==> src/srpt_pkg.sv <==
`default_nettype none
package srpt_pkg;

  localparam int unsigned DefTableDepth = 256;
  localparam int unsigned CapWidth = 9;
  localparam logic [CapWidth-1:0] CapReset = 9'd256;

  typedef enum logic [1:0] {
    MODE_LOOKUP = 2'd0,
    MODE_INSERT = 2'd1,
    MODE_REMOVE = 2'd2,
    MODE_CLEAR  = 2'd3
  } mode_e;

  typedef enum logic [1:0] {
    ST_DONE = 2'd0,
    ST_MISS = 2'd1,
    ST_FULL = 2'd2
  } status_e;

  typedef struct packed {
    logic [31:0] handle;
    logic [30:0] start;
    logic [30:0] count;
  } entry_t;

  typedef struct packed {
    logic [1:0]  status;
    logic [8:0]  entry_index;
    logic [31:0] found_handle;
    logic [31:0] left_bound;
    logic        left_valid;
    logic [30:0] right_bound;
    logic        right_valid;
    logic [8:0]  entries_now;
  } result_t;

endpackage
`default_nettype wire

==> src/srpt_cell.sv <==
`default_nettype none
module srpt_cell #(
  parameter int unsigned IdxWidth = 9,
  parameter int unsigned Index = 0
) (
  input  wire                   clk_i,
  input  wire                   rst_ni,
  input  wire                   cmp_en_i,
  input  wire                   ins_en_i,
  input  wire                   rem_en_i,
  input  wire [IdxWidth-1:0]    pos_i,
  input  wire [IdxWidth-1:0]    total_i,
  input  wire [30:0]            rec_i,
  input  srpt_pkg::entry_t      new_i,
  input  srpt_pkg::entry_t      left_i,
  input  srpt_pkg::entry_t      right_i,
  output srpt_pkg::entry_t      entry_o,
  output logic                  le_o
);
  import srpt_pkg::*;

  localparam logic [IdxWidth-1:0] MyIdx = IdxWidth'(Index);

  entry_t entry_q, entry_d;
  logic   le_q;

  always_comb begin
    entry_d = entry_q;
    if (ins_en_i) begin
      if (MyIdx > pos_i) entry_d = left_i;
      else if (MyIdx == pos_i) entry_d = new_i;
    end else if (rem_en_i) begin
      if (MyIdx >= pos_i) entry_d = right_i;
    end
  end

  always_ff @(posedge clk_i) begin
    entry_q <= entry_d;
  end

  always_ff @(posedge clk_i or negedge rst_ni) begin
    if (!rst_ni) begin
      le_q <= 1'b0;
    end else if (cmp_en_i) begin
      le_q <= (MyIdx < total_i) && (entry_q.start <= rec_i);
    end
  end

  assign entry_o = entry_q;
  assign le_o    = le_q;
endmodule
`default_nettype wire

==> config.mk <==
export PLATFORM = sky130hd
export DESIGN_NAME = srpt_cell
export DESIGN_NICKNAME = d
export VERILOG_FILES = /design/src/srpt_pkg.sv /design/src/srpt_cell.sv
export SDC_FILE = /design/constraint.sdc
export NUM_CORES = 1
export LEC_CHECK = 0
export BUFFER_PORTS_ARGS = -buffer_cell sky130_fd_sc_hd__buf_2
export CORE_AREA = 2 2 168 170
export DETAILED_ROUTE_END_ITERATION = 12
export DIE_AREA = 0 0 170 172
export SLEW_MARGIN = 30
export SYNTH_ARGS = -nofsm -noshare
export SYNTH_HDL_FRONTEND = slang
export SYNTH_SLANG_ARGS = --single-unit
==> constraint.sdc <==
create_clock -name clk_i -period 1.77 [get_ports clk_i]
set_input_delay 0.354 -clock clk_i [delete_from_list [all_inputs] [get_ports clk_i]]
set_output_delay 0.354 -clock clk_i [all_outputs]
set_load 0.02 [all_outputs]
==> results_dict.tcl, run 1 <==
set metrics [dict create \
    max_freq_ghz 0.541 \
    layout_commonest_cell "buf_2" \
    cts.sinks 95 \
    status "complete, but fails checks" \
    synth_seq_cells 95 \
    worstPathArrival_ns 2.08 \
    drc 0 \
    coreArea_sq_mm 0.0275 \
    async_reset_ff_frac 0.0105 \
    p_per_area_mw_per_mm2 688 \
    syn_avg_cell_area_sq_um 15.0 \
    seq_area_frac_synth 0.594 \
    synth_cell_type_count 29 \
    layout_common_cells "buf_2, mux2_2, edfxtp_1" \
    path_clk_slew_ns 0.07 \
    tightest_slew_ns 0.385 \
    ys.flop_type "edfxtp_1" \
    dp_hpwl_mm 12.4 \
    fp.dieH_microns 172 \
    die_area_sq_mm 0.0292 \
    drv_cap 0 \
    overflow 0 \
    io_pins 431 \
    synth_nets 686 \
    r2r_slack_ns -0.08 \
    yosysWarningCount 0 \
    holdWs_ns 0.306 \
    clockBufferDepth 2 \
    antenna_cells 0 \
    nets 1063 \
    row_count 61 \
    cts_made_buffers 9 \
    hold_path.class "in -> reg" \
    cp-end-kind "flip-flop" \
    r2r-start "entry_o[33]" \
    finalClockSkew_ns 0.00945 \
    violations "negative setup slack" \
    cp_max_fo 3 \
    track_usage 0.0964 \
    r2r_end "le_o" \
    syn_area_sq_mm 0.00480 \
    cts_root_buf "clkbuf_16" \
    power.leakage_uw 0.00343 \
    start_util 0.175 \
    synth_cells 319 \
    ir_drop_uv 344 \
    hold_viol 0 \
    gp_congestion 0.795 \
    grt_pass1_vias 3917 \
    antenna_found_initial 1 \
    synth_edf_count 94 \
    grt_max_degree 36 \
    vias 3965 \
    drt_iter0_markers 104 \
    layout_setup_ws_ns -0.0800 \
    worst_setup_path_start_kind "flip-flop" \
    r2r_cells 6 \
    viasPerCell 3.79 \
    totalWireLength_mm 14.9 \
    drive_above_1_share 0.704 \
    critPathKind "reg -> reg" \
    wl_per_cell_microns 14.3 \
    period_minus_slack_ns 1.85 \
    slew_violations 0 \
    min_period_over_period 1.05 \
    place_area_sq_mm 0.00727 \
    rsz0062_at_grt "true" \
    cp.required_ns 2.00 \
    die_w_microns 170 \
    clk_latency_ns 0.34 \
    crit_path_end "le_o" \
    cts_tree "built" \
    ant_nets 0 \
    dpl_worst_slack_ns -0.203 \
    cp-startpoint "entry_o[33]" \
    setup_viol_count_final 1 \
    firstDrtPassIters 6 \
    slew_headroom 0.741 \
    final_cell_area_sq_mm 0.00764 \
    io_buffer_count 336 \
    h-tree-depth 3 \
    area_delta_synth_final_pct 59.4 \
    grt_pass1_wl_mm 20.7 \
]
[cells by family (layout without fill, tap and decap cells)]
family,count (synthesis),after routing,synth area share
flops,95,95,0.594
mux,94,94,0.221
buf+inv,43,424,0.0352
fa+ha+maj,31,31,0.0809
simple gates,29,29,0.0321
compound gates,27,27,0.0373
[layout make-up]
cell class | instances | area, sq um
multi-input combinational | 181 | 1850
timing repair buffer | 377 | 2080
clock buffer | 9 | 225
sequential | 95 | 2850
clock inverter | 6 | 85.1
inverter | 32 | 120
tap | 346 | 433
fill | 2849 | 19800
[flip-flops by register name (all words and copies together) (netlist names)]
name and flops:
le_o 1, entry_o 94
[worst max-delay path, stage by stage (launching register included)]
cell      delay [ns]
edfxtp_1        0.44
ha_4            0.26
a21oi_2         0.12
a21oi_1         0.07
o31a_1          0.31
o41a_1          0.33
o41ai_2         0.21
[cell usage after synthesis, types with 2 or more instances]
cell       n  area, sq um
edfxtp_1  94         2820
mux2_2    94         1060
inv_1     32          120
ha_1      31          388
a21oi_1   12         60.1
buf_2      6         30.0
nand4_1    6         37.5
nand2_1    5         18.8
nor2_1     5         18.8
o21ai_0    5         25.0
buf_1      4         15.0
nor4_1     4         25.0
nand3_1    3         15.0
nor2b_1    2         12.5
nor3_1     2         10.0
[through the flow]
stage	setup TNS [ns]	power (uW)	instances	util
2_1_floorplan	-241.62	2850	319	-
3_3_place_gp	-17.87	3200	1027	0.265
3_5_place_dp	-17.01	3210	1027	0.265
4_1_cts	-0.114	5370	1046	0.278
5_1_grt	-0.193	5510	1046	0.278
6_report	-0.0800	5260	1046	0.278
[worst min-delay path by stage]
stage                            from          end  slack (ns)  cells past startpoint
after floorplan                rst_ni         le_o        0.06                      0
after global placement         rst_ni         le_o        0.13                      1
after detailed placement       rst_ni         le_o        0.13                      1
after CTS                 right_i[81]  entry_o[81]        0.28                      2
after global routing      right_i[17]  entry_o[17]        0.28                      2
final                     right_i[16]  entry_o[16]        0.31                      2
[power breakdown]
part	internal (uW)	total (uW)	switching [uW]	leakage, uW
logic	413	663	249	0.00242
clock network	1230	2100	867	0.000149
registers	2490	2500	3.39	0.000857
[per-layer routing]
metal	part of all wire	track usage	vias up
li1	-	-	1966
met1	0.38	0.0990	1765
met2	0.51	0.177	213
met3	0.089	0.0355	19
met4	0.025	0.0401	2
met5	0.00087	0	-
[repair_timing]
action | CTS | global route
hold buffers | 1 | 0
pin swaps | 1 | 0
buffers inserted | 3 | 0
endpoints found under the setup margin | 1 | 1
hold endpoints to repair | 1 | 0
gates resized for setup | 1 | 3
Note: power is estimated with default switching activity, not from simulation.
==> run 2: changes to the inputs <==
--- a/config.mk
+++ b/config.mk
@@ -9,6 +9,7 @@
 export CORE_AREA = 2 2 168 170
 export DETAILED_ROUTE_END_ITERATION = 12
 export DIE_AREA = 0 0 170 172
+export MAX_ROUTING_LAYER = met4
 export SLEW_MARGIN = 30
 export SYNTH_ARGS = -nofsm -noshare
 export SYNTH_HDL_FRONTEND = slang
==> results_dict.tcl, run 2 (synthesis gave the netlist of run 1 again) <==
set metrics [dict create \
    fillers 2850 \
    r2r_cells 6 \
    max_freq_ghz 0.540 \
    period_minus_slack_ns 1.85 \
    io_pins 431 \
    start_util 0.175 \
    fp.dieH_microns 172 \
    totalWireLength_mm 14.9 \
    setup-tns-final_ns -0.0808 \
    swShare 0.213 \
    largest_reg_flops 94 \
    layout_setup_ws_ns -0.0808 \
    h-tree-depth 3 \
    cts_made_buffers 9 \
    slew_violations 0 \
    die_w_microns 170 \
    cp-end-kind "flip-flop" \
    viasPerCell 3.78 \
    drv_cap 0 \
    hold_path.class "in -> reg" \
    finalClockSkew_ns 0.00945 \
    fin_cells 1047 \
    holdWs_ns 0.306 \
    path_clk_slew_ns 0.07 \
    ir_drop_uv 345 \
    p_total_uw 5250 \
    critPathKind "reg -> reg" \
    tightest_slew_ns 0.385 \
    clkPwrFrac 0.399 \
    grt_max_degree 36 \
    placed_cells 1027 \
    layout_common_cells "buf_2, mux2_2, edfxtp_1" \
    p_sw_uw 1120 \
    coreArea_sq_mm 0.0275 \
    cts_root_buf "clkbuf_16" \
    drc 0 \
    dpl_worst_slack_ns -0.203 \
    track_usage 0.0993 \
    overflow 0 \
    r2r_slack_ns -0.08 \
    cts_tree "built" \
    gp_congestion 0.806 \
    grt_pass1_wl_mm 20.7 \
    setup_viol_count_final 1 \
    cp_max_fo 3 \
    vias 3958 \
    ant_nets 0 \
    worstPathArrival_ns 2.08 \
    row_count 61 \
    cts.sinks 95 \
    clk_latency_ns 0.34 \
    drive_above_1_share 0.704 \
    cp.required_ns 2.00 \
    pwr-share-seq 0.475 \
    min_to "entry_o[81]" \
    p_per_area_mw_per_mm2 687 \
    hold_depth 2 \
    io_buffer_count 336 \
    nets 1063 \
    die_area_sq_mm 0.0292 \
    area_delta_synth_final_pct 59.4 \
    worst_setup_path_start_kind "flip-flop" \
    drt_iter0_markers 82 \
    status "complete, but fails checks" \
    internal-power_uw 4140 \
    hold_viol 0 \
    wl_per_cell_microns 14.2 \
    grt_pass1_vias 3910 \
    rsz0062_at_grt "true" \
    min_period_over_period 1.05 \
    combPwrFrac 0.126 \
    clockBufferDepth 2 \
    slew_headroom 0.741 \
    firstDrtPassIters 6 \
    dp_hpwl_mm 12.4 \
    violations "negative setup slack" \
    hold_start "right_i[81]" \
    power.leakage_uw 0.00343 \
    layout_commonest_cell "buf_2" \
    antenna_found_initial 1 \
    r2r_end "le_o" \
    r2r-start "entry_o[33]" \
]
==> run 2: cell types whose count changed in the layout (fill, tap and decap cells not counted), sizes merged <==
cell	delta
diode	+1
==> run 2: power by group through the flow <==
| stage | combinational (uW) | clock [uW] | sequential, uW |
|---|---|---|---|
| finish | 663 | 2090 | 2500 |
| global route | 735 | 2280 | 2500 |
| detailed placement | 666 | 0 | 2550 |
| floorplan | 298 | 0 | 2550 |
| CTS | 675 | 2200 | 2500 |
| global placement | 655 | 0 | 2550 |
==> run 2: critical path, stage by stage, from the launching register on <==
cell	delay [ns]
edfxtp_1	0.44
ha_4	0.26
a21oi_2	0.12
a21oi_1	0.07
o31a_1	0.31
o41a_1	0.33
o41ai_2	0.21
==> run 2: worst max-delay path by stage <==
stage	depth (start not counted)	to	slack, ns	start
after global routing	6	le_o	-0.19	entry_o[35]
after floorplan	5	entry_o[0]	-2.57	ins_en_i
after global placement	6	entry_o[88]	-0.21	pos_i[2]
final	6	le_o	-0.08	entry_o[33]
after detailed placement	6	entry_o[56]	-0.20	pos_i[2]
after CTS	6	le_o	-0.11	entry_o[37]
==> run 2: metrics by stage <==
stage,util,instance area (sq um)
6_report,0.278,7650
5_1_grt,0.278,7650
4_1_cts,0.278,7620
3_5_place_dp,0.265,7270
3_3_place_gp,0.265,7270
2_1_floorplan,-,4860
==> run 2: final cells by class <==
type                       count  area, sq um  share of cell area
timing repair buffer         377         2080               0.272
sequential                    95         2850               0.372
inverter                      32          120              0.0157
antenna                        1         2.50            0.000327
multi-input combinational    181         1850               0.242
clock buffer                   9          225              0.0295
tap                          346          433              0.0566
clock inverter                 6         85.1              0.0111
==> run 2: timing repair <==
item                                   CTS  global route
resized for setup                        1             3
setup buffers                            3             0
pin swaps                                1             0
endpoints found under the hold margin    1             0
setup endpoints to repair                1             1
hold buffers                             1             0
==> run 2: metal layers <==
layer,track usage,vias to the layer above,wire [microns],share of wire
met4,0.0401,0,377,0.025
li1,-,1970,-,-
met5,-,-,0,0
met3,0.0298,17,1220,0.082
met1,0.103,1760,5750,0.39
met2,0.177,211,7570,0.51
